`config.mk`:
```
export PLATFORM = sky130hd
export DESIGN_NAME = linear_interp_resampler_core
export DESIGN_NICKNAME = d
export VERILOG_FILES = /design/src/lir_pkg.sv /design/src/lir_interp_unit.sv /design/src/linear_interp_resampler_core.sv
export SDC_FILE = /design/constraint.sdc
export NUM_CORES = 2
export LEC_CHECK = 0
export BUFFER_PORTS_ARGS = -buffer_cell sky130_fd_sc_hd__buf_4
export CAP_MARGIN = 20
export CELL_PAD_IN_SITES_DETAIL_PLACEMENT = 1
export CELL_PAD_IN_SITES_GLOBAL_PLACEMENT = 1
export CORE_AREA = 3 3 295 297
export DETAILED_ROUTE_END_ITERATION = 6
export DIE_AREA = 0 0 298 300
export GPL_TIMING_DRIVEN = 1
export PLACE_DENSITY_LB_ADDON = 0.1
export SLEW_MARGIN = 15
export SYNTH_ARGS = -nofsm -noshare
export SYNTH_HDL_FRONTEND = slang
export SYNTH_SLANG_ARGS = --single-unit
```
`constraint.sdc`:
```
create_clock -name i_clk -period 27.9 [get_ports i_clk]
set_input_delay 5.58 -clock i_clk [delete_from_list [all_inputs] [get_ports i_clk]]
set_output_delay 5.58 -clock i_clk [all_outputs]
set_load 0.01 [all_outputs]
```
`src/lir_pkg.sv`:
```
package lir_pkg;

    localparam int MAX_CHANNELS = 4;
    localparam int NUM_LANES    = 4;
    localparam int SAMPLE_W     = 16;
    localparam int FRAC_W       = 32;
    localparam int STEP_W       = 36;
    localparam int NCH_W        = 3;
    localparam int CARRY_W      = 5;
    localparam int RESULT_CAP   = 64;
    localparam int K_W          = $clog2(RESULT_CAP);
    localparam int CH_W         = $clog2(NUM_LANES);
    localparam int CFG_IDX_W    = 4;
    localparam int CFG_DATA_W   = STEP_W;

    localparam logic [CFG_IDX_W-1:0] REG_PHASE_STEP = CFG_IDX_W'(0);
    localparam logic [CFG_IDX_W-1:0] REG_ACTIVE_CH  = CFG_IDX_W'(1);

    localparam logic [STEP_W-1:0] PHASE_STEP_RST = STEP_W'(64'd3946001203);
    localparam logic [NCH_W-1:0]  ACTIVE_CH_RST  = NCH_W'(1);

    typedef struct packed {
        logic signed [SAMPLE_W-1:0] sample_ch0;
        logic signed [SAMPLE_W-1:0] sample_ch1;
        logic signed [SAMPLE_W-1:0] sample_ch2;
        logic signed [SAMPLE_W-1:0] sample_ch3;
    } t_in_frame;

    typedef struct packed {
        logic signed [SAMPLE_W-1:0] out_ch0;
        logic signed [SAMPLE_W-1:0] out_ch1;
        logic signed [SAMPLE_W-1:0] out_ch2;
        logic signed [SAMPLE_W-1:0] out_ch3;
        logic                       last_of_run;
    } t_out_frame;

    typedef enum logic [1:0] {
        S_IDLE,
        S_MUL,
        S_ADD,
        S_LOAD
    } t_state;

endpackage

```
`src/lir_interp_unit.sv`:
```
module lir_interp_unit (
    input  logic                                  i_clk,
    input  logic                                  i_mul_en,
    input  logic signed [lir_pkg::SAMPLE_W-1:0]   i_base,
    input  logic signed [lir_pkg::SAMPLE_W-1:0]   i_next,
    input  logic        [lir_pkg::FRAC_W-1:0]     i_frac,
    output logic signed [lir_pkg::SAMPLE_W-1:0]   o_sum
);

    localparam int DIFF_W = lir_pkg::SAMPLE_W + 1;
    localparam int PROD_W = DIFF_W + lir_pkg::FRAC_W;

    logic signed [DIFF_W-1:0]             w_diff;
    logic signed [lir_pkg::FRAC_W:0]      w_frac_s;
    logic signed [PROD_W:0]               w_prod;
    logic signed [PROD_W-1:0]             r_prod;
    logic signed [lir_pkg::SAMPLE_W-1:0]  r_base;
    logic signed [DIFF_W-1:0]             w_q;
    logic signed [DIFF_W-1:0]             w_sum;

    assign w_diff   = DIFF_W'(i_next) - DIFF_W'(i_base);
    assign w_frac_s = $signed({1'b0, i_frac});
    assign w_prod   = w_diff * w_frac_s;

    always_ff @(posedge i_clk) begin
        if (i_mul_en) begin
            r_prod <= w_prod[PROD_W-1:0];
            r_base <= i_base;
        end
    end

    // floor division by 2^32 is the arithmetic upper slice
    assign w_q   = r_prod[PROD_W-1:lir_pkg::FRAC_W];
    assign w_sum = DIFF_W'(r_base) + w_q;
    assign o_sum = w_sum[lir_pkg::SAMPLE_W-1:0];

endmodule

```
`src/linear_interp_resampler_core.sv`:
```
// Channel  Direction  Handshake                    Payload
// in       input      i_in_valid / o_in_ready      i_in_data   (t_in_frame)
// out      output     o_out_valid / i_out_ready    o_out_data  (t_out_frame)
// cfg      input      i_cfg_valid / o_cfg_ready    i_cfg_index, i_cfg_data
//
// A priming or skipped frame yields no result.
// An emitting frame yields up to 64 results; for each, the single shared
// multiplier walks the N active channels in turn (multiply, then add per channel).
// The output register lets the next result be computed while one waits.
// Reset is synchronous, active low; config writes take effect at once.
module linear_interp_resampler_core #(
    parameter int MAX_CHANNELS = lir_pkg::MAX_CHANNELS
) (
    input  logic                               i_clk,
    input  logic                               i_rst_n,
    input  logic                               i_in_valid,
    output logic                               o_in_ready,
    input  lir_pkg::t_in_frame                 i_in_data,
    output logic                               o_out_valid,
    input  logic                               i_out_ready,
    output lir_pkg::t_out_frame                o_out_data,
    input  logic                               i_cfg_valid,
    output logic                               o_cfg_ready,
    input  logic [lir_pkg::CFG_IDX_W-1:0]      i_cfg_index,
    input  logic [lir_pkg::CFG_DATA_W-1:0]     i_cfg_data
);

    localparam int SW = lir_pkg::SAMPLE_W;
    localparam int NL = lir_pkg::NUM_LANES;

    lir_pkg::t_state                 r_state, n_state;
    logic [lir_pkg::CH_W-1:0]        r_ch, n_ch;
    logic [lir_pkg::K_W-1:0]         r_k, n_k;
    logic [lir_pkg::FRAC_W-1:0]      r_frac, n_frac;
    logic [lir_pkg::CARRY_W-1:0]     r_pending, n_pending;
    logic                            r_primed, n_primed;
    logic [lir_pkg::STEP_W-1:0]      r_step, n_step;
    logic [lir_pkg::NCH_W-1:0]       r_act, n_act;
    logic signed [SW-1:0]            r_cur [NL];
    logic signed [SW-1:0]            n_cur [NL];
    logic signed [SW-1:0]            r_prev [NL];
    logic signed [SW-1:0]            n_prev [NL];
    logic signed [SW-1:0]            r_res [NL];
    logic signed [SW-1:0]            n_res [NL];
    lir_pkg::t_out_frame             r_out, n_out;
    logic                            r_out_valid, n_out_valid;

    logic [lir_pkg::NCH_W-1:0]       w_nch;
    logic [lir_pkg::STEP_W:0]        w_acc;
    logic [lir_pkg::CARRY_W-1:0]     w_carry;
    logic                            w_last;
    logic                            w_out_free;
    logic                            w_in_acc;
    logic                            w_mul_en;
    logic signed [SW-1:0]            w_sum;

    assign w_nch = (r_act == '0) ? lir_pkg::NCH_W'(1) :
                   (r_act > lir_pkg::NCH_W'(MAX_CHANNELS)) ?
                   lir_pkg::NCH_W'(MAX_CHANNELS) : r_act;

    assign w_acc      = (lir_pkg::STEP_W + 1)'(r_frac) + (lir_pkg::STEP_W + 1)'(r_step);
    assign w_carry    = w_acc[lir_pkg::STEP_W:lir_pkg::FRAC_W];
    assign w_last     = (w_carry != '0) || (r_k == '1);
    assign w_out_free = !r_out_valid || i_out_ready;
    assign w_in_acc   = i_in_valid && o_in_ready;

    assign o_in_ready  = (r_state == lir_pkg::S_IDLE);
    assign o_out_valid = r_out_valid;
    assign o_out_data  = r_out;
    assign o_cfg_ready = 1'b1;

    lir_interp_unit u_interp (
        .i_clk    (i_clk),
        .i_mul_en (w_mul_en),
        .i_base   (r_prev[r_ch]),
        .i_next   (r_cur[r_ch]),
        .i_frac   (r_frac),
        .o_sum    (w_sum)
    );

    always_comb begin
        n_state     = r_state;
        n_ch        = r_ch;
        n_k         = r_k;
        n_frac      = r_frac;
        n_pending   = r_pending;
        n_primed    = r_primed;
        n_step      = r_step;
        n_act       = r_act;
        n_cur       = r_cur;
        n_prev      = r_prev;
        n_res       = r_res;
        n_out       = r_out;
        n_out_valid = r_out_valid;
        w_mul_en    = 1'b0;

        if (r_out_valid && i_out_ready) begin
            n_out_valid = 1'b0;
        end

        if (i_cfg_valid) begin
            unique case (i_cfg_index)
                lir_pkg::REG_PHASE_STEP: n_step = i_cfg_data;
                lir_pkg::REG_ACTIVE_CH:  n_act  = i_cfg_data[lir_pkg::NCH_W-1:0];
                default: ;
            endcase
        end

        unique case (r_state)
            lir_pkg::S_IDLE: begin
                if (w_in_acc) begin
                    n_cur[0] = i_in_data.sample_ch0;
                    n_cur[1] = i_in_data.sample_ch1;
                    n_cur[2] = i_in_data.sample_ch2;
                    n_cur[3] = i_in_data.sample_ch3;
                    if (!r_primed) begin
                        n_prev   = n_cur;
                        n_primed = 1'b1;
                    end else if (r_pending != '0) begin
                        n_prev    = n_cur;
                        n_pending = r_pending - 1'b1;
                    end else begin
                        n_state = lir_pkg::S_MUL;
                        n_ch    = '0;
                        n_k     = '0;
                    end
                end
            end
            lir_pkg::S_MUL: begin
                w_mul_en = 1'b1;
                n_state  = lir_pkg::S_ADD;
            end
            lir_pkg::S_ADD: begin
                n_res[r_ch] = w_sum;
                if (lir_pkg::NCH_W'(r_ch) + lir_pkg::NCH_W'(1) == w_nch) begin
                    n_state = lir_pkg::S_LOAD;
                end else begin
                    n_ch    = r_ch + 1'b1;
                    n_state = lir_pkg::S_MUL;
                end
            end
            lir_pkg::S_LOAD: begin
                if (w_out_free) begin
                    n_out_valid       = 1'b1;
                    n_out.out_ch0     = r_res[0];
                    n_out.out_ch1     = (w_nch > lir_pkg::NCH_W'(1)) ? r_res[1] : '0;
                    n_out.out_ch2     = (w_nch > lir_pkg::NCH_W'(2)) ? r_res[2] : '0;
                    n_out.out_ch3     = (w_nch > lir_pkg::NCH_W'(3)) ? r_res[3] : '0;
                    n_out.last_of_run = w_last;
                    n_frac            = w_acc[lir_pkg::FRAC_W-1:0];
                    n_k               = r_k + 1'b1;
                    n_ch              = '0;
                    if (w_last) begin
                        n_prev    = r_cur;
                        n_pending = (w_carry == '0) ? '0 : w_carry - 1'b1;
                        n_state   = lir_pkg::S_IDLE;
                    end else begin
                        n_state = lir_pkg::S_MUL;
                    end
                end
            end
            default: n_state = lir_pkg::S_IDLE;
        endcase
    end

    always_ff @(posedge i_clk) begin
        if (!i_rst_n) begin
            r_state     <= lir_pkg::S_IDLE;
            r_ch        <= '0;
            r_k         <= '0;
            r_frac      <= '0;
            r_pending   <= '0;
            r_primed    <= 1'b0;
            r_step      <= lir_pkg::PHASE_STEP_RST;
            r_act       <= lir_pkg::ACTIVE_CH_RST;
            r_out_valid <= 1'b0;
        end else begin
            r_state     <= n_state;
            r_ch        <= n_ch;
            r_k         <= n_k;
            r_frac      <= n_frac;
            r_pending   <= n_pending;
            r_primed    <= n_primed;
            r_step      <= n_step;
            r_act       <= n_act;
            r_out_valid <= n_out_valid;
        end
    end

    always_ff @(posedge i_clk) begin
        r_cur  <= n_cur;
        r_prev <= n_prev;
        r_res  <= n_res;
        r_out  <= n_out;
    end

    a_ch_in_range: assert property (@(posedge i_clk) disable iff (!i_rst_n)
        (r_state == lir_pkg::S_MUL || r_state == lir_pkg::S_ADD)
        |-> (lir_pkg::NCH_W'(r_ch) < w_nch))
        else $error("channel index beyond active count");

    a_pending_needs_prime: assert property (@(posedge i_clk) disable iff (!i_rst_n)
        (r_pending != '0) |-> r_primed)
        else $error("skip count set before priming");

    a_emit_start: assert property (@(posedge i_clk) disable iff (!i_rst_n)
        (w_in_acc && r_primed && r_pending == '0) |=> (r_state == lir_pkg::S_MUL))
        else $error("emitting transaction did not start the sequencer");

    a_cap_ends_run: assert property (@(posedge i_clk) disable iff (!i_rst_n)
        (r_state == lir_pkg::S_LOAD && w_out_free && r_k == '1)
        |=> (r_state == lir_pkg::S_IDLE && r_out.last_of_run))
        else $error("result cap did not end the run");

endmodule

```
# ---- After elaboration in Yosys (flattened, before gate mapping)
# Cells that the tools add are included.
dict set report totals {
  out_inout_bits 68
  wordCells 127
  input_bits 109
  register_bits 409
}
dict set report classes {
  mul 1
  bitwise_logic 1
  n_addsub 8
  eq_ne 14
  n_reduce_logical 23
  n_lt_le_gt_ge 6
  n_mux 46
}
# cell n
set ops {}
lappend ops {{$mux 64} 5}
lappend ops {{$pmux 64 s2} 1}
lappend ops {{$mux 16} 5}
lappend ops {{$bmux 16 s2} 2}
lappend ops {{$bwmux 64} 1}
lappend ops {{$mul 17x33->48} 1}
lappend ops {{$add 32x36->37} 1}
lappend ops {{$demux 16 s2} 1}
lappend ops {{$mux 5} 6}
lappend ops {{$mux 6} 4}
lappend ops {{$mux 2} 10}
lappend ops {{$sub 16x16->17} 1}
lappend ops {{$add 16x16->16} 1}
lappend ops {{$pmux 6 s2} 1}
lappend ops {{$reduce_and 6->1} 2}
lappend ops {{$pmux 5 s2} 1}
lappend ops {{$reduce_and 5->1} 2}
lappend ops {{$reduce_bool 5->1} 2}
lappend ops {{$sub 5x1->5 const B} 2}
lappend ops {{$ne 2x2->1 const B} 4}
lappend ops {{$pmux 2 s4} 1}
lappend ops {{$reduce_and 2->1} 4}
lappend ops {{$add 6x1->6 const B} 1}
lappend ops {{$eq 6x6->1 const B} 1}
lappend ops {{27 further kinds} 39}

# ---- Depth between registers and ports, before layout
dict set report depth {
  ltp_word 6
  depth_mapped 38
  ltp_nobuf 35
}

# ---- By module
# Synthesis repeated with hierarchy kept, for this count alone.
dict set report hier_totals {
  hier_cells 3286
  hier_area_um2 34194.0
}
# mod cells_each area_per_inst_um2 n_inst
set modules_own_cells {}
lappend modules_own_cells {lir_interp_unit 2146 19130.8 1}
lappend modules_own_cells {linear_interp_resampler_core 1140 15063.2 1}

# ---- Worst setup path after synthesis
# OpenSTA, ideal clock, no wires.
dict set report synth_path {
  path_type {input port to flip-flop}
  from {input port i_out_ready}
  to {register r_prev[0] (netlist bit) (enable)}
  t_arrival_ns 10.571
  setup_slack_ns 16.747
  path_buffers 0
  cell_stages 3
  path_cell_list {nand2b_1 -> a21oi_1 -> a211oi_1}
}
dict set report synth_via {
  elab_chain_len 3
}
# item line
set synth_lines {}
lappend synth_lines {{start, declared} linear_interp_resampler_core.sv:20} ;# input logic i_out_ready,
lappend synth_lines {{$logic_or 1x1->1} linear_interp_resampler_core.sv:64} ;# assign w_out_free = !r_out_valid || i_out_ready;
lappend synth_lines {{$ne 2x2->1 (no line)} n/a}
lappend synth_lines {{$reduce_and 5->1 (no line)} n/a}
lappend synth_lines {{end signal, assigned} linear_interp_resampler_core.sv:192} ;# r_prev <= n_prev;
lappend synth_lines {{end, declared} linear_interp_resampler_core.sv:41} ;# logic signed [SW-1:0] r_prev [NL];
# No other way between the ends.
# A chain may end at the register's enable or synchronous reset.

# ---- Final worst setup path
dict set report layout_path {
  from {register r_ch[0] (netlist bit)}
  to {register u_interp.r_prod[47], data pin}
}
dict set report layout_via {
  elab_chain_len 6
  elab_cells_between_ends 9
}
# item line
set layout_lines {}
lappend layout_lines {{start, declared} linear_interp_resampler_core.sv:32} ;# logic [lir_pkg::CH_W-1:0] r_ch, n_ch;
lappend layout_lines {{start signal, assigned} linear_interp_resampler_core.sv:179} ;# r_ch <= n_ch;
lappend layout_lines {{$not 2->3 (implied by the code)} linear_interp_resampler_core.sv:75} ;# .i_base (r_prev[r_ch]),
lappend layout_lines {{$bmux 16 s2} linear_interp_resampler_core.sv:75}
lappend layout_lines {{$mux 16 (implied by the code) (2 in a row)} linear_interp_resampler_core.sv:75}
lappend layout_lines {{named net u_interp.i_base, one bit} lir_interp_unit.sv:4} ;# input logic signed [lir_pkg::SAMPLE_W-1:0] i_base,
lappend layout_lines {{$sub 16x16->17} lir_interp_unit.sv:21} ;# assign w_diff = DIFF_W'(i_next) - DIFF_W'(i_base);
lappend layout_lines {{$mul 17x33->48} lir_interp_unit.sv:23} ;# assign w_prod = w_diff * w_frac_s;
lappend layout_lines {{named net u_interp.w_prod[47]} lir_interp_unit.sv:15} ;# logic signed [PROD_W:0] w_prod;
lappend layout_lines {{end signal, assigned} lir_interp_unit.sv:27} ;# r_prod <= w_prod[PROD_W-1:0];
lappend layout_lines {{end, declared} lir_interp_unit.sv:16} ;# logic signed [PROD_W-1:0] r_prod;
# The timed path passes the listed nets, and every way through them passes these cells. The select of a mux whose other input is x is not followed.

==> flow_metrics.tcl <==
set metrics [dict create \
    status "finished clean" \
    power_density_nw_per_um2 70.00 \
    period_needed_ps 10670 \
    drive_above_1_share_pct 12.96 \
    grt_usage_pct 21.32 \
    slew_viol_final 0 \
    syn_area_per_cell_um2 10.41 \
    clockBufferDepth 3 \
    slowest_stage "mux4_2" \
    io_pins 177 \
    overflow 0 \
    yosysSeqAreaShare_pct 30.92 \
    synth_common_cells "inv_1, nand2_1, fa_1, edfxtp_1, ha_1" \
    final_cell_count_no_fill 4540 \
    worst_pin_slew_ps 1162 \
    wl_per_cell_um 20.63 \
    hold_buffers 0 \
    switchingPower_mw 1.175 \
    syn_nets 4021 \
    worstSetupStartpoint "r_ch[0]" \
    postRouteAntennaNets 0 \
    finalCritPeriodShare_pct 38.23 \
    cts_max_level 2 \
    placed_area_um2 36430 \
    postSynthCellCount 3243 \
    port_buffers 175 \
    grt_pass1_wl_mm 148.5 \
    yosys-top-cells-area "fa_1, edfxtp_1, ha_1, inv_1, nand2_1" \
    yosys.area_share.simple_pct 13.97 \
    cts-root-buf "clkbuf_16" \
    dp.cells 4452 \
    drt_iter0_drc 1315 \
    synth_top_area_share_pct 26.74 \
    synth_top_family_by_area "adder cells" \
    cts_tree "built" \
    path_class "flip-flop to flip-flop" \
    fp.dieArea_um2 89400 \
    setup_viol 0 \
    final_nets 4140 \
    dp_hpwl_mm 69.51 \
    via_count 23070 \
    via_per_inst 5.081 \
    clock-sinks 377 \
    worstReg2RegStart "r_ch[0]" \
    routabilityCongestion 0.8280 \
    synth.distinct_cells 82 \
    post-cts-setup-buffers 0 \
    clockPowerShare_pct 21.4 \
    fin_skew_ps 35.55 \
    crit_fanout 41 \
    max_freq_mhz 93.76 \
    max_stage_delay_ps 660 \
    power_leakage_nw 17.29 \
    cpMostUsedCell "fa_1" \
    ctsResizeCount 0 \
    die_w_um 298 \
    fp.coreArea_um2 84880 \
    holdCritPathClass "flip-flop to flip-flop" \
    fin_total_pwr_mw 2.657 \
    pwr-share-seq_pct 30.0 \
    yosysWarnings 0 \
    ys_async_sr_fraction_pct 0 \
    area_delta_synth_final_pct 12.44 \
    maxCapViolations 0 \
    rows 107 \
    synthMuxAreaShare_pct 4.477 \
    holdWs_ps 415.7 \
    wl_mm 93.66 \
    path_clk_slew_ps 60 \
    required_ps 28200 \
    start_util_pct 39.77 \
    peakVddDrop_mv 0.1353 \
    hold_start "r_res[50]" \
    worstRegToRegCells 34 \
    rsz0062_at_grt "no" \
    max_slew_margin_pct 22.42 \
    clk_latency_ps 590 \
    final-hold-violation-count 0 \
    grt_pass1_vias 25880 \
    firstDrtPassIters 5 \
    whs_path_depth 0 \
    critPathCaptureType "flip-flop" \
    synth_edf_count 289 \
    grt_max_degree 81 \
    synthFlopType "edfxtp_1" \
    critPathArrivalTime_ps 10970 \
    synth_top_cell_by_area "fa_1" \
    power.internal_mw 1.482 \
    die_y_um 300 \
    cp-start-kind "flip-flop" \
    final.setup.tns_ps 0 \
    switching_share_pct 44.23 \
    synthAdderAreaFrac_pct 34.82 \
    grt_antenna_before_repair 3 \
    numCtsBuffers 46 \
    synthesis.area_um2 33760 \
    ys_seq_elements 377 \
    synth_xor_area_share_pct 1.972 \
    synth_compound_area_share_pct 5.278 \
    fin_area_um2 37960 \
    p_comb_share_pct 48.6 \
    drc_errors 0 \
    yosysMostFrequentCell "inv_1" \
]
sequential cells by signal, indices dropped and copies added (netlist names):
signal,flops
r_ch,2
r_act,3
o_out_valid,1
r_frac,32
r_res,64
o_out_data,65
r_cur,64
r_primed,1
u_interp.r_base,16
r_prev,64
u_interp.r_prod,16
r_pending,5
r_k,6
r_state,2
r_step,36
per-stage QoR:
step | utilization [%] | setup WS [ps]
final | 44.72 | 17230
after global routing | 44.72 | 16520
after CTS | 44.60 | 17010
after detailed placement | 42.92 | 17080
after global placement | 42.87 | 17340
after floorplan | - | 16750
layout make-up:
cell class / count / area [µm²]
Multi-Input combinational cell: 2103 / 20600
Clock buffer: 57 / 1212
Tap cell: 1144 / 1431
Clock inverter: 24 / 216.5
Inverter: 608 / 2283
Fill cell: 9426 / 46920
Timing Repair Buffer: 226 / 1770
Antenna cell: 1 / 2.502
Sequential cell: 377 / 10440
cell usage in the layout, fill, tap and decap left out, types with 40 or more instances in the layout:
master / count
a21oi_1: 112
and2_1: 118
buf_4: 218
clkbuf_16: 46
dfxtp_1: 86
edfxtp_1: 289
fa_1: 450
ha_1: 216
inv_1: 606
mux2_2: 64
nand2_1: 487
nand3_1: 47
nor2_1: 87
nor2b_1: 99
xnor2_1: 40
metal layers:
metal,vias up,routed length (µm),GRT usage (%)
li1,10500,-,-
met5,-,0,0
met3,111,3713,2.939
met2,432,46010,36.75
met1,12020,41920,28.57
met4,0,2010,5.046
logic make-up (layout without fill, tap and decap cells):
group,Yosys count,count (layout)
AND/OR/NAND/NOR,979,979
buffers and inverters,763,915
adder cells (fa/ha/maj),669,669
flip-flops,377,377
AO/OA/AOI/OAI,275,275
multiplexers,103,103
XOR/XNOR,76,76
other,1,2
worst max-delay path, delay by kind of cell, from the launching register on:
kind / cells / cell delay [ps]
AOI/OAI and AO/OA: 12 / 2950
adders and majority gates: 9 / 3760
DFF: 1 / 310
and+or+nand+nor: 4 / 1080
buffers and inverters: 7 / 1480
xor gates and xnor gates: 1 / 100
muxes: 1 / 660
worst paths after layout:
kind                    endpoint  slack, ps
min reg2reg       o_out_data[51]        420
max          u_interp.r_prod[47]      17230
max reg2reg  u_interp.r_prod[47]      17230
min               o_out_data[51]        420
power by group through the flow:
| stage | clock network, mW | logic, mW | registers (mW) |
|---|---|---|---|
| after floorplan | 0 | 0.786 | 0.799 |
| after global placement | 0 | 1.24 | 0.805 |
| final | 0.570 | 1.29 | 0.796 |
| after CTS | 0.589 | 1.29 | 0.797 |
| after global routing | 0.612 | 1.42 | 0.805 |
| after detailed placement | 0 | 1.29 | 0.809 |
No activity file was read; power rests on OpenSTA's default activity.
